**config.mk**
```make
export PLATFORM = sky130hd
export DESIGN_NAME = operator_scan_list_parser
export DESIGN_NICKNAME = d
export VERILOG_FILES = /design/src/rtl/core/osp_pkg.sv /design/src/rtl/core/osp_parse_core.sv /design/src/rtl/core/osp_skid_buf.sv /design/src/rtl/core/operator_scan_list_parser.sv
export SDC_FILE = /design/constraint.sdc
export NUM_CORES = 1
export LEC_CHECK = 0
export BUFFER_PORTS_ARGS = -buffer_cell sky130_fd_sc_hd__buf_2
export CAP_MARGIN = 20
export CORE_ASPECT_RATIO = 1.2
export CORE_MARGIN = 3
export CORE_UTILIZATION = 55
export DETAILED_ROUTE_END_ITERATION = 12
export PLACE_DENSITY = 0.79
export SLEW_MARGIN = 20
export SYNTH_ARGS = -nofsm -noshare
export SYNTH_HDL_FRONTEND = slang
export SYNTH_SLANG_ARGS = --single-unit
```
**constraint.sdc**
```tcl
create_clock -name clk -period 20.4 [get_ports clk]
set_clock_uncertainty 0.05 [all_clocks]
set_input_delay 4.08 -clock clk [delete_from_list [all_inputs] [get_ports clk]]
set_output_delay 4.08 -clock clk [all_outputs]
set_load 0.05 [all_outputs]
```
**src/rtl/core/osp_pkg.sv**
```systemverilog
`timescale 1ns / 1ps
// ----------------------------------------------------------------------------
// osp_pkg
// Shared types and constants of the operator scan list parser.
// ----------------------------------------------------------------------------
package osp_pkg;

  localparam int DEF_MAX_ENTRIES    = 16;
  localparam int DEF_LONG_NAME_LEN  = 20;
  localparam int DEF_SHORT_NAME_LEN = 20;

  localparam logic [4:0] ENTRY_LIMIT_RESET = 5'd16;

  localparam logic [7:0] CH_OPEN  = 8'h28;
  localparam logic [7:0] CH_CLOSE = 8'h29;
  localparam logic [7:0] CH_COMMA = 8'h2C;
  localparam logic [7:0] CH_QUOTE = 8'h22;
  localparam logic [7:0] CH_ZERO  = 8'h30;

  localparam logic FUNC_PARSE   = 1'b0;
  localparam logic FUNC_RESTART = 1'b1;

  localparam logic [1:0] TERM_STATUS = 2'd0;
  localparam logic [1:0] TERM_LONG   = 2'd1;
  localparam logic [1:0] TERM_SHORT  = 2'd2;
  localparam logic [1:0] TERM_NUMBER = 2'd3;

  localparam logic KIND_LONG  = 1'b0;
  localparam logic KIND_SHORT = 1'b1;

  typedef struct packed {
    logic        name_write;
    logic        name_kind;
    logic [3:0]  entry_index;
    logic [4:0]  char_pos;
    logic [7:0]  char_value;
    logic        entry_done;
    logic [4:0]  entry_count;
    logic [7:0]  status_value;
    logic [31:0] operator_number;
    logic        stopped;
  } result_t;

endpackage

```
**src/rtl/core/osp_parse_core.sv**
```systemverilog
`timescale 1ns / 1ps
// ----------------------------------------------------------------------------
// osp_parse_core
// Parser state registers and the per-byte update logic that forms the result.
// ----------------------------------------------------------------------------
module osp_parse_core #(
  parameter int MAX_ENTRIES    = osp_pkg::DEF_MAX_ENTRIES,
  parameter int LONG_NAME_LEN  = osp_pkg::DEF_LONG_NAME_LEN,
  parameter int SHORT_NAME_LEN = osp_pkg::DEF_SHORT_NAME_LEN
) (
  input  logic             clk,
  input  logic             rst,
  input  logic             accept,
  input  logic             func,
  input  logic [7:0]       char_in,
  input  logic [4:0]       entry_limit,
  output osp_pkg::result_t result
);
  import osp_pkg::*;

  localparam int CNT_W    = $clog2(MAX_ENTRIES + 1);
  localparam int LIM_W    = (CNT_W > 5) ? CNT_W : 5;
  localparam int NAME_MAX = (LONG_NAME_LEN > SHORT_NAME_LEN) ? LONG_NAME_LEN : SHORT_NAME_LEN;
  localparam int POS_W    = $clog2(NAME_MAX);
  localparam int LEN_W    = POS_W + 1;

  localparam logic [LIM_W-1:0] MAX_LIM   = LIM_W'(MAX_ENTRIES);
  localparam logic [LEN_W-1:0] LONG_LIM  = LEN_W'(LONG_NAME_LEN);
  localparam logic [LEN_W-1:0] SHORT_LIM = LEN_W'(SHORT_NAME_LEN);
  localparam logic [35:0]      NUM_MAX   = 36'hFFFFFFFFF >> 4;

  logic             bracket_open, bracket_open_next;
  logic             double_comma, double_comma_next;
  logic [1:0]       term_number, term_number_next;
  logic [POS_W-1:0] term_position, term_position_next;
  logic [7:0]       previous_char, previous_char_next;
  logic [CNT_W-1:0] completed, completed_next;
  logic [7:0]       cur_status, cur_status_next;
  logic [31:0]      cur_number, cur_number_next;

  logic [LIM_W-1:0] limit_ext;
  logic [LIM_W-1:0] eff_limit;
  logic             halted;
  logic [11:0]      st_sum;
  logic [11:0]      st_diff;
  logic [7:0]       st_acc;
  logic [35:0]      num_sum;
  logic [35:0]      num_diff;
  logic [31:0]      num_acc;
  logic [LEN_W-1:0] name_len;
  logic [LEN_W-1:0] pos_inc;
  logic             done;

  assign limit_ext = LIM_W'(entry_limit);
  assign eff_limit = (limit_ext < MAX_LIM) ? limit_ext : MAX_LIM;
  assign halted    = double_comma || (LIM_W'(completed) >= eff_limit);

  // status term: 10 * value + byte - '0', clamped to 0..255
  assign st_sum  = 12'({cur_status, 3'b000}) + 12'({cur_status, 1'b0}) + 12'(char_in);
  assign st_diff = st_sum - 12'(CH_ZERO);
  assign st_acc  = (st_sum < 12'(CH_ZERO)) ? 8'd0 :
                   (st_diff > 12'd255)     ? 8'hFF : st_diff[7:0];

  // operator number term, clamped to 32 bits
  assign num_sum  = 36'({cur_number, 3'b000}) + 36'({cur_number, 1'b0}) + 36'(char_in);
  assign num_diff = num_sum - 36'(CH_ZERO);
  assign num_acc  = (num_sum < 36'(CH_ZERO)) ? 32'd0 :
                    (num_diff > NUM_MAX)     ? 32'hFFFF_FFFF : num_diff[31:0];

  assign name_len = (term_number == TERM_SHORT) ? SHORT_LIM : LONG_LIM;
  assign pos_inc  = LEN_W'(term_position) + LEN_W'(1);

  always_comb begin
    bracket_open_next  = bracket_open;
    double_comma_next  = double_comma;
    term_number_next   = term_number;
    term_position_next = term_position;
    previous_char_next = previous_char;
    completed_next     = completed;
    cur_status_next    = cur_status;
    cur_number_next    = cur_number;
    done               = 1'b0;
    result             = '0;
    result.entry_index = 4'(completed);

    if (func == FUNC_RESTART) begin
      bracket_open_next  = 1'b0;
      double_comma_next  = 1'b0;
      term_number_next   = TERM_STATUS;
      term_position_next = '0;
      previous_char_next = 8'd0;
      completed_next     = '0;
      cur_status_next    = 8'd0;
      cur_number_next    = 32'd0;
      result             = '0;
    end else begin
      if (!halted) begin
        previous_char_next = char_in;
        if (bracket_open) begin
          case (char_in)
            CH_CLOSE: begin
              bracket_open_next  = 1'b0;
              term_number_next   = TERM_STATUS;
              term_position_next = '0;
              completed_next     = completed + CNT_W'(1);
              cur_status_next    = 8'd0;
              cur_number_next    = 32'd0;
              done               = 1'b1;
            end
            CH_COMMA: begin
              term_number_next   = term_number + 2'd1;
              term_position_next = '0;
            end
            CH_QUOTE: begin
            end
            default: begin
              case (term_number)
                TERM_STATUS: cur_status_next = st_acc;
                TERM_NUMBER: cur_number_next = num_acc;
                default: begin
                  if (pos_inc < name_len) begin
                    result.name_write  = 1'b1;
                    result.name_kind   = (term_number == TERM_SHORT) ? KIND_SHORT : KIND_LONG;
                    result.char_pos    = 5'(term_position);
                    result.char_value  = char_in;
                    term_position_next = POS_W'(pos_inc);
                  end
                end
              endcase
            end
          endcase
        end else if (char_in == CH_OPEN) begin
          bracket_open_next = 1'b1;
        end else if (char_in == CH_COMMA && previous_char == CH_COMMA) begin
          double_comma_next = 1'b1;
        end
      end
      result.entry_done      = done;
      result.entry_count     = 5'(completed_next);
      result.status_value    = done ? cur_status : cur_status_next;
      result.operator_number = done ? cur_number : cur_number_next;
      result.stopped         = double_comma_next || (LIM_W'(completed_next) >= eff_limit);
    end
  end

  always_ff @(posedge clk) begin
    if (rst) begin
      bracket_open  <= 1'b0;
      double_comma  <= 1'b0;
      term_number   <= TERM_STATUS;
      term_position <= '0;
      previous_char <= 8'd0;
      completed     <= '0;
      cur_status    <= 8'd0;
      cur_number    <= 32'd0;
    end else if (accept) begin
      bracket_open  <= bracket_open_next;
      double_comma  <= double_comma_next;
      term_number   <= term_number_next;
      term_position <= term_position_next;
      previous_char <= previous_char_next;
      completed     <= completed_next;
      cur_status    <= cur_status_next;
      cur_number    <= cur_number_next;
    end
  end

endmodule

```
**src/rtl/core/osp_skid_buf.sv**
```systemverilog
`timescale 1ns / 1ps
// ----------------------------------------------------------------------------
// osp_skid_buf
// Two-entry result register that keeps input ready for one more result while the output stalls.
// ----------------------------------------------------------------------------
module osp_skid_buf (
  input  logic             clk,
  input  logic             rst,
  input  logic             in_valid,
  output logic             in_ready,
  input  osp_pkg::result_t in_data,
  output logic             out_valid,
  input  logic             out_ready,
  output osp_pkg::result_t out_data
);
  import osp_pkg::*;

  logic    main_valid;
  logic    skid_valid;
  result_t main_data;
  result_t skid_data;
  logic    push;
  logic    pop;

  assign in_ready  = !skid_valid;
  assign out_valid = main_valid;
  assign out_data  = main_data;
  assign push      = in_valid && in_ready;
  assign pop       = main_valid && out_ready;

  always_ff @(posedge clk) begin
    if (rst) begin
      main_valid <= 1'b0;
      skid_valid <= 1'b0;
    end else begin
      if (pop && push) begin
        main_valid <= 1'b1;
      end else if (pop) begin
        main_valid <= skid_valid;
        skid_valid <= 1'b0;
      end else if (push) begin
        if (main_valid) begin
          skid_valid <= 1'b1;
        end else begin
          main_valid <= 1'b1;
        end
      end
    end
  end

  always_ff @(posedge clk) begin
    if (pop && push) begin
      main_data <= in_data;
    end else if (pop) begin
      main_data <= skid_data;
    end else if (push) begin
      if (main_valid) begin
        skid_data <= in_data;
      end else begin
        main_data <= in_data;
      end
    end
  end

endmodule

```
**src/rtl/core/operator_scan_list_parser.sv**
```systemverilog
`timescale 1ns / 1ps
// ----------------------------------------------------------------------------
// operator_scan_list_parser
// Byte-wise parser for a modem operator scan reply with one result per byte.
// ----------------------------------------------------------------------------
// Usage:
//   s_* carries one transaction per reply byte: s_tdata is the byte, s_tuser
//   set means restart (state cleared, byte ignored). m_* returns one result
//   transaction per input: name table writes, entry completion, running
//   status and operator number, entry count and the halted flag.
//   cfg_wen/cfg_wdata set the entry limit; write it only while idle.
// Throughput:
//   one transaction per cycle while the result buffer has room; the result
//   is registered in the result buffer. The parser state updates in the
//   accepting cycle through the single state register loop.
// Reset:
//   rst clears parser state and result buffer; the entry limit returns to 16.
// Stall:
//   a two-entry result buffer keeps s_tready high for one extra transaction
//   while m_tready is low; after that s_tready drops until a result is taken.
// ----------------------------------------------------------------------------
module operator_scan_list_parser #(
  parameter int MAX_ENTRIES    = osp_pkg::DEF_MAX_ENTRIES,
  parameter int LONG_NAME_LEN  = osp_pkg::DEF_LONG_NAME_LEN,
  parameter int SHORT_NAME_LEN = osp_pkg::DEF_SHORT_NAME_LEN
) (
  input  logic        clk,
  input  logic        rst,
  input  logic        s_tvalid,
  output logic        s_tready,
  input  logic [7:0]  s_tdata,   // char_in
  input  logic [0:0]  s_tuser,   // func
  output logic        m_tvalid,
  input  logic        m_tready,
  // entry_index, char_pos, char_value, entry_count, status_value,
  // operator_number, stopped, zero pad
  output logic [63:0] m_tdata,
  output logic [2:0]  m_tuser,   // name_write, name_kind, entry_done
  input  logic        cfg_wen,
  input  logic [4:0]  cfg_wdata
);
  import osp_pkg::*;

  logic       entry_limit;
  logic [4:0] limit_reg;
  logic       in_accept;
  result_t    step_result;
  result_t    out_result;

  assign in_accept   = s_tvalid && s_tready;
  assign entry_limit = 1'b1;

  always_ff @(posedge clk) begin
    if (rst) begin
      limit_reg <= ENTRY_LIMIT_RESET;
    end else if (cfg_wen && entry_limit) begin
      limit_reg <= cfg_wdata;
    end
  end

  osp_parse_core #(
    .MAX_ENTRIES    (MAX_ENTRIES),
    .LONG_NAME_LEN  (LONG_NAME_LEN),
    .SHORT_NAME_LEN (SHORT_NAME_LEN)
  ) u_core (
    .clk         (clk),
    .rst         (rst),
    .accept      (in_accept),
    .func        (s_tuser[0]),
    .char_in     (s_tdata),
    .entry_limit (limit_reg),
    .result      (step_result)
  );

  osp_skid_buf u_buf (
    .clk       (clk),
    .rst       (rst),
    .in_valid  (s_tvalid),
    .in_ready  (s_tready),
    .in_data   (step_result),
    .out_valid (m_tvalid),
    .out_ready (m_tready),
    .out_data  (out_result)
  );

  assign m_tuser = {out_result.entry_done, out_result.name_kind, out_result.name_write};
  assign m_tdata = {1'b0,
                    out_result.stopped,
                    out_result.operator_number,
                    out_result.status_value,
                    out_result.entry_count,
                    out_result.char_value,
                    out_result.char_pos,
                    out_result.entry_index};

  // a completed entry never carries a name write
  assert property (@(posedge clk) disable iff (rst)
    m_tvalid && m_tuser[2] |-> !m_tuser[0])
    else $error("entry completion together with name write");

  // completion bumps the count to one past the completed index
  assert property (@(posedge clk) disable iff (rst)
    in_accept && step_result.entry_done |->
      step_result.entry_count[3:0] == step_result.entry_index + 4'd1)
    else $error("entry count does not follow completed index");

  // a name write only happens while parsing is live
  assert property (@(posedge clk) disable iff (rst)
    in_accept && step_result.name_write |-> !step_result.stopped)
    else $error("name write reported while halted");

  // input back-pressure only with a result waiting
  assert property (@(posedge clk) disable iff (rst)
    !s_tready |-> m_tvalid)
    else $error("input stalled with empty result buffer");

endmodule

```
# [Yosys cells after proc, flatten, opt, wreduce, memory -nomap -nowiden]
# Index checks and enable logic that the tools add are counted.
[totals] out_inout_bits=69 inputBits=19 register_bits=201
[classes] magnitude_cmp=8 n_addsub=9 mux=73 eq_ne=11 n_reduce_logical=24 n_bitwise=2
[ops] operator="$mux 66" count=4
[ops] operator="$mux 32" count=7
[ops] operator="$mux 8" count=9
[ops] operator="$mux 13" count=5
[ops] operator="$pmux 32 s2" count=1
[ops] operator="$mux 60" count=1
[ops] operator="$mux 5" count=11
[ops] operator="$eq 8x6->1 const B" count=5
[ops] operator="$add 35x33->36" count=1
[ops] operator="$add 36x8->36" count=1
[ops] operator="$gt 36x32->1 const B" count=1
[ops] operator="$lt 36x6->1 const B" count=1
[ops] operator="$sub 36x6->36 const B" count=1
[ops] operator="$mux 1" count=22
[ops] operator="$mux 2" count=9
[ops] operator="$pmux 8 s2" count=1
[ops] operator="$add 11x9->12" count=1
[ops] operator="$add 12x8->12" count=1
[ops] operator="$gt 12x8->1 const B" count=1
[ops] operator="$lt 12x6->1 const B" count=1
[ops] operator="$sub 12x6->12 const B" count=1
[ops] operator="$ge 5x5->1" count=2
[ops] operator="$pmux 5 s2" count=1
[ops] operator="$reduce_bool 3->1" count=3
[ops] operator="other kinds (23)" count=36

# [Logic depth before layout (Yosys ltp)]
# Gate-level depths: netlist of run 1.
[depth] depth_word=16 ltp_mapped=21 mapped_depth_nobuf=20

# [Modules after synthesis]
# From an unflattened synthesis of run 1, not the netlist that was laid out.
[hier_totals] cells_unflattened=1339 area_unflattened_um2=13508.0
[modules_own_cells] module="osp_parse_core" cells_each=1101 area_each_um2=8210.4 seq_area_each_um2=1241.2 n_inst=1
[modules_own_cells] module="osp_skid_buf" cells_each=219 area_each_um2=5096.1 seq_area_each_um2=4003.8 n_inst=1
[modules_own_cells] module="operator_scan_list_parser" cells_each=19 area_each_um2=201.4 seq_area_each_um2=100.1 n_inst=1

# [Least setup slack after synthesis of run 1]
# OpenSTA, ideal clock, no wires.
[synth_timing] kind="input -> register" start="in s_tvalid" end="reg u_buf.main_data (netlist bit u_buf.out_data[0]) (enable)" n_path_buf=1 path_stages=3 setup_ns=0.581 t_arrival_ns=9.008 path_slack_ns=10.760 path_cell_list="nand2_1 > clkbuf_1 > o21ai_0"
[synth_between] elab_chain_len=4 word_cells_on_any_way=5
[synth_lines] item="start, declared" line="operator_scan_list_parser.sv:29" text="input logic s_tvalid,"
[synth_lines] item="$logic_and 1x1->1 (*)" line="osp_skid_buf.sv:28" text="assign push = in_valid && in_ready;"
[synth_lines] item="$logic_and 1x1->1" line="osp_skid_buf.sv:52" text="if (pop && push) begin"
[synth_lines] item="$ne 3x3->1 (no source line) or $reduce_bool 3->1 (tied branches)"
[synth_lines] item="$reduce_and 2->1 (no source line) (*)"
[synth_lines] item="end signal, assigned" line="osp_skid_buf.sv:53" text="main_data <= in_data;"
[synth_lines] item="end signal, assigned" line="osp_skid_buf.sv:55" text="main_data <= skid_data;"
[synth_lines] item="end signal, assigned" line="osp_skid_buf.sv:60" text="main_data <= in_data;"
[synth_lines] item="end, declared" line="osp_skid_buf.sv:20" text="result_t main_data;"
# Mark *: on every way between the ends. The rest lies on a longest branch, timed or not.
# A chain may end at the register's enable or synchronous reset.

==> impl_metrics.toml, run 1 <==
[global_route]
grt_overflow = 0
grtUsageTotal_pct = 27.1
grt_max_degree = 67
antenna_found_initial = 0
grt_pass1_wl_um = 57100
first_global_vias = 10800

[route]
routed-via-count = 11100
viasPerCell = 6.27
finalWirelength_um = 35700
drt_iter0_drc = 893
ant_nets = 0
drtPass1Iterations = 6
wl_per_cell_um = 20.2
remaining_drc_errors = 0

[logic_synthesis]
syn-cell-area_um2 = 13100
avgSynthCellArea_um2 = 9.36
yosys_warnings = 0
synthesis.nets = 1515
async_flop_share_pct = 0
ys_seq_elements = 201
syn_inst = 1397
ys_types = 88
synth_edf_count = 132
ys_seq_area_share_pct = 40.9
ys.flop_type = "edfxtp_1"

[finish]
fill_cells = 1916
seq_area_um2 = 5350
drive_gt1_share_pct = 13.4
final_common_cell = "nand2_1"
multi_input_area_um2 = 7310
finalInstanceArea_um2 = 14400
layout_common_cells = "nand2_1, edfxtp_1, nor2_1, o21ai_0, ha_1"
area_growth_pct = 9.85
antenna_cells = 0
nNetsFinal = 1561

[clocking]
clk_pin_slew_ns = 0.07
cts-root-buf = "clkbuf_16"
cts_buffers = 18
ctsHoldBuffers = 0
ctsResizeCount = 0
cts_buffer_depth = 3
cts_tree = "done"
clock_latency_ns = 0.49
postCtsSetupBuffers = 0
ctsHtreeMaxLevel = 1
cts_sinks = 201

[pwr]
peakVddDrop_uv = 42.6
power.density_nw_per_um2 = 64.1
power.switching_mw = 0.244
swShare_pct = 26.5
power_frac_comb_pct = 12.2
power.share.clock_pct = 38.5
seqPwrFrac_pct = 49.3
power.internal_mw = 0.676
p_leak_nw = 5.79

[timing]
whs_ns = 0.440
hold_violations = 0
setup_tns_ns = 0
clock.fmax_mhz = 106
min_period_ns = 9.43
max_slew.worst_pin.slew_ns = 1.01
slew_violations = 0
min_period_over_period_pct = 46.2
rsz0062_at_grt = "false"
timing.slew.headroom_pct = 32.5
setup_violations = 0

[flow_run]
drv_cap = 0

[hold_path]
worstHoldPathCells = 2
min_path_type = "reg2reg"

[floorplanning]
die_w_um = 147
start_util_pct = 56.1
die_y_um = 175
core_um2 = 23300
dieArea_um2 = 25700
rows = 61
io_pins = 88

[run_status]
status = "finished clean"

[critical_path]
crit_path_start_kind = "input port"
r2r_cells = 14
cp_max_fo = 18
critPathRequiredTime_ns = 20.56
crit_type = "in2reg"
crit_path_end_kind = "flip-flop"
worst_ep_arrival_time_ns = 9.59

[place]
gp_congestion = 0.985
place_area_um2 = 13700
io_buffers = 86
place_hpwl_um = 26400
## metal layers
metal	vias to the layer above	GRT usage [%]	part of all wire (%)
met2	424	47.5	50
met3	111	2.49	5.4
met4	0	13.1	5.0
met5	-	0	0
met1	5275	33.6	40
li1	5290	-	-
## worst paths after layout
path,from,endpoint,slack (ns)
max,s_tdata[5],u_buf.skid_data[8],10.97
min,u_core.completed[4],u_core.completed[4],0.44
max reg2reg,u_core.cur_number[4],u_buf.skid_data[8],14.19
min reg2reg,u_core.completed[4],u_core.completed[4],0.44
## power by group through the flow
stage,clock network [mW],logic [mW],registers (mW)
floorplan,0,0.0428,0.503
global placement,0,0.109,0.463
detailed placement,0,0.111,0.463
CTS,0.358,0.111,0.454
global route,0.373,0.119,0.455
finish,0.354,0.112,0.453
## metrics by stage
stage	total power, mW	cells	setup slack [ns]	utilization [%]
finish	0.920	1770	10.97	61.7
floorplan	0.546	1397	10.76	-
global placement	0.572	1736	10.69	58.9
detailed placement	0.573	1737	10.54	58.9
CTS	0.922	1769	11.04	61.6
global route	0.947	1770	10.60	61.7
## layout make-up
type | count | share of cell area, %
clock buffer | 22 | 3.46
clock inverter | 10 | 0.837
inverter | 35 | 0.915
multi-input combinational | 1087 | 50.9
sequential | 201 | 37.2
tap | 315 | 2.75
timing repair buffer | 100 | 3.87
## cell usage after synthesis, types with 26 or more instances
master,instances,area share (%)
a21o_1,26,1.5
a21oi_1,84,3.2
a22oi_1,29,1.7
clkbuf_1,60,1.7
dfxtp_1,69,11
edfxtp_1,132,30
ha_1,87,8.3
inv_1,35,1.0
mux2_2,28,2.4
nand2_1,174,5.0
nand3_1,30,1.1
nor2_1,112,3.2
o21ai_0,98,3.8
xnor2_1,30,2.0
## kinds of logic (layout without fill, tap and decap cells)
logic type,count (synthesis),after routing,share of synthesized area (%)
other,1,1,0.0287
and+or+nand+nor,485,485,18.0
AOI/OAI and AO/OA,417,417,21.2
muxes,37,37,3.10
xor gates and xnor gates,48,48,3.22
adders and majority gates,99,99,10.2
buffers and inverters,109,167,3.31
DFF,201,201,40.9
## worst max-delay path, cell delays in order
cell and delay, ns:
buf_2 0.15, fa_1 0.49, ha_1 0.42, nand3_1 0.12, nand2b_1 0.21, a211oi_1 0.74, nor3_2 0.16, xnor2_1 0.22
or4_1 0.69, nor3_2 0.35, nand4_1 0.35, a32oi_4 0.62, nand2_2 0.29, o31ai_1 0.53, a211oi_1 0.14
Power figures use the tool's default switching activity.
==> inputs of run 2 (changes only) <==
--- a/config.mk
+++ b/config.mk
@@ -5,13 +5,14 @@
 export SDC_FILE = /design/constraint.sdc
 export NUM_CORES = 1
 export LEC_CHECK = 0
+export ABC_AREA = 1
 export BUFFER_PORTS_ARGS = -buffer_cell sky130_fd_sc_hd__buf_2
 export CAP_MARGIN = 20
 export CORE_ASPECT_RATIO = 1.2
 export CORE_MARGIN = 3
 export CORE_UTILIZATION = 55
 export DETAILED_ROUTE_END_ITERATION = 12
-export PLACE_DENSITY = 0.79
+export PLACE_DENSITY = 0.78
 export SLEW_MARGIN = 20
 export SYNTH_ARGS = -nofsm -noshare
 export SYNTH_HDL_FRONTEND = slang
==> constraint.sdc (replaced) <==
create_clock -name clk -period 9.55 [get_ports clk]
set_clock_uncertainty 0.05 [all_clocks]
set_input_delay 1.91 -clock clk [delete_from_list [all_inputs] [get_ports clk]]
set_output_delay 1.91 -clock clk [all_outputs]
set_load 0.05 [all_outputs]
==> run 2 against run 1 <==
- register-to-register slack got worse by 9.4 ns
- highest routed layer is now met5
- cell count rose by 48%
- critical path depth rose by 13
==> impl_metrics.toml, run 2 <==
[critical_path]
crit_slowest_cell = "fa_1"
crit_type = "in2reg"
crit_path_start_kind = "input port"
path_buf_inv = 4
worst_ep_arrival_time_ns = 6.16
r2r-start = "u_core.cur_number[3]"
cp_common_cell = "nand2_1"
max_stage_delay_ns = 0.58
reg2reg_setup_slack_ns = 4.78
r2r_cells = 28
cp_max_fo = 32
critPathRequiredTime_ns = 9.74
crit_path_end_kind = "flip-flop"
crit_family = "simple AND/OR/NAND/NOR gates"
timing.rr.end = "u_buf.out_data[26]"

[timing]
fin_ws_ns = 3.58
min_period_ns = 5.97
setup_tns_ns = 0
min_period_over_period_pct = 62.5
rsz0062_at_grt = "false"
max_slew.worst_pin.slew_ns = 1.04
setup_violations = 0
clock.fmax_mhz = 168
slew_violations = 0
hold_violations = 0
timing.slew.headroom_pct = 30.5

[global_route]
grtUsageTotal_pct = 26.2
grt_max_degree = 113
first_global_vias = 13500
antenna_found_initial = 2
grt_overflow = 0
grt_pass1_wl_um = 64900

[floorplanning]
core_um2 = 27200
rows = 66
die_w_um = 158
die_y_um = 188
start_util_pct = 56.1
dieArea_um2 = 29800
io_pins = 88

[finish]
layout_common_cells = "nand2_1, inv_1, a21oi_1, edfxtp_1, nor2_1"
antenna_cells = 0
nNetsFinal = 2375
fill_cells = 2487
final_common_cell = "nand2_1"
drive_gt1_share_pct = 11.5
finalInstanceArea_um2 = 16500
area_growth_pct = 7.94

[logic_synthesis]
yosys-top-cells-count = "nand2_1, inv_1, a21oi_1"
async_flop_share_pct = 0
synth_edf_count = 132
synth_top_area_share_pct = 26.0
ys_seq_area_share_pct = 35.1
syn_inst = 2214
yosys_warnings = 0
ys.flop_type = "edfxtp_1"
ys_types = 46
avgSynthCellArea_um2 = 6.89
syn-cell-area_um2 = 15200
ys_seq_elements = 201
synth_area_leaders = "edfxtp_1, nand2_1, dfxtp_1"
synthesis.nets = 2332
yosys.area.top_type = "edfxtp_1"
synth_most_common_cell = "nand2_1"

[route]
wl_per_cell_um = 14.9
finalWirelength_um = 38800
viasPerCell = 5.32
ant_nets = 0
drt_iter0_drc = 945
remaining_drc_errors = 0
drtPass1Iterations = 5
routed-via-count = 13900

[clocking]
ctsHoldBuffers = 0
clk_pin_slew_ns = 0.06
cts-root-buf = "clkbuf_16"
cts_buffers = 20
cts_buffer_depth = 3
cts_sinks = 201
ctsHtreeMaxLevel = 1
cts_tree = "done"
ctsResizeCount = 0
clock_latency_ns = 0.50
postCtsSetupBuffers = 0

[pwr]
p_leak_nw = 8.53
power.density_nw_per_um2 = 128
peakVddDrop_uv = 149

[hold_path]
min_path_type = "reg2reg"
worstHoldPathCells = 2
min_to = "u_core.previous_char[0]"
hold_start = "u_core.previous_char[0]"

[run_status]
status = "finished clean"

[place]
place_area_um2 = 15900
pre_cts_ws_ns = 3.10
place_hpwl_um = 28300
io_buffers = 86
gp_congestion = 0.923

[flow_run]
drv_cap = 0
==> run 2: cell count changes in the layout (fill, tap and decap cells not counted), moves of 36 or more <==
cell	change
a21oi_1	+98
nand3_1	+75
or2_2	+36
nand2_1	+717
inv_1	+230
o21ai_0	-76
==> run 2: layer usage <==
metal | GRT usage [%] | vias up | share of wire, %
met1 | 33.3 | 6323 | 43
met4 | 7.25 | 4 | 2.3
met3 | 2.96 | 71 | 5.4
li1 | - | 7089 | -
met2 | 46.9 | 414 | 50
met5 | 0 | - | 0.075
==> run 2: per-stage QoR <==
stage                     cells  hold slack, ns  power, mW  utilization, %
after global placement     2575           0.399       1.38            58.4
after floorplan            2214           0.380       1.30               -
after global routing       2611           0.436       2.18            60.6
final                      2611           0.419       2.10            60.6
after CTS                  2611           0.417       2.11            60.6
after detailed placement   2575           0.406       1.38            58.4
==> run 2: cell type report <==
class,count,area (um^2),area share [%]
clock buffer,30,558,3.39
clock inverter,6,45.0,0.274
inverter,282,1060,6.43
multi-input combinational,1654,8510,51.7
sequential,201,5350,32.5
tap,340,425,2.58
timing repair buffer,98,520,3.16
==> run 2: cell families after synthesis <==
group	count (synthesis)	share of synthesized area, %
AOI/OAI and AO/OA	224	7.69
xor gates and xnor gates	42	2.41
buffers and inverters	359	9.31
DFF	201	35.1
muxes	1	0.0738
and+or+nand+nor	1287	36.7
other	1	0.0246
adders and majority gates	99	8.71
==> run 2: where the power goes <==
group          total (mW)  internal, mW  switching [mW]
Sequential          0.991         0.972          0.0186
Clock               0.734         0.408           0.326
Combinational       0.375        0.0955           0.280
==> run 2: worst max path at each step <==
stage                from  slack [ns]  cells after the start                 end
6_report       s_tdata[3]        3.58                     28  u_buf.out_data[26]
5_1_grt        s_tdata[3]        3.14                     28   u_buf.out_data[2]
4_1_cts        s_tdata[3]        3.60                     28  u_buf.out_data[26]
3_5_place_dp   s_tdata[3]        3.10                     28   u_buf.out_data[2]
3_3_place_gp   s_tdata[3]        3.19                     28   u_buf.out_data[2]
2_1_floorplan    s_tvalid        1.94                      3   u_buf.out_data[0]
==> run 2: worst min-delay path, cell delays in order, from the launching register on <==
cell	delay (ns)
dfxtp_1	0.31
nand2_1	0.06
a21oi_1	0.05
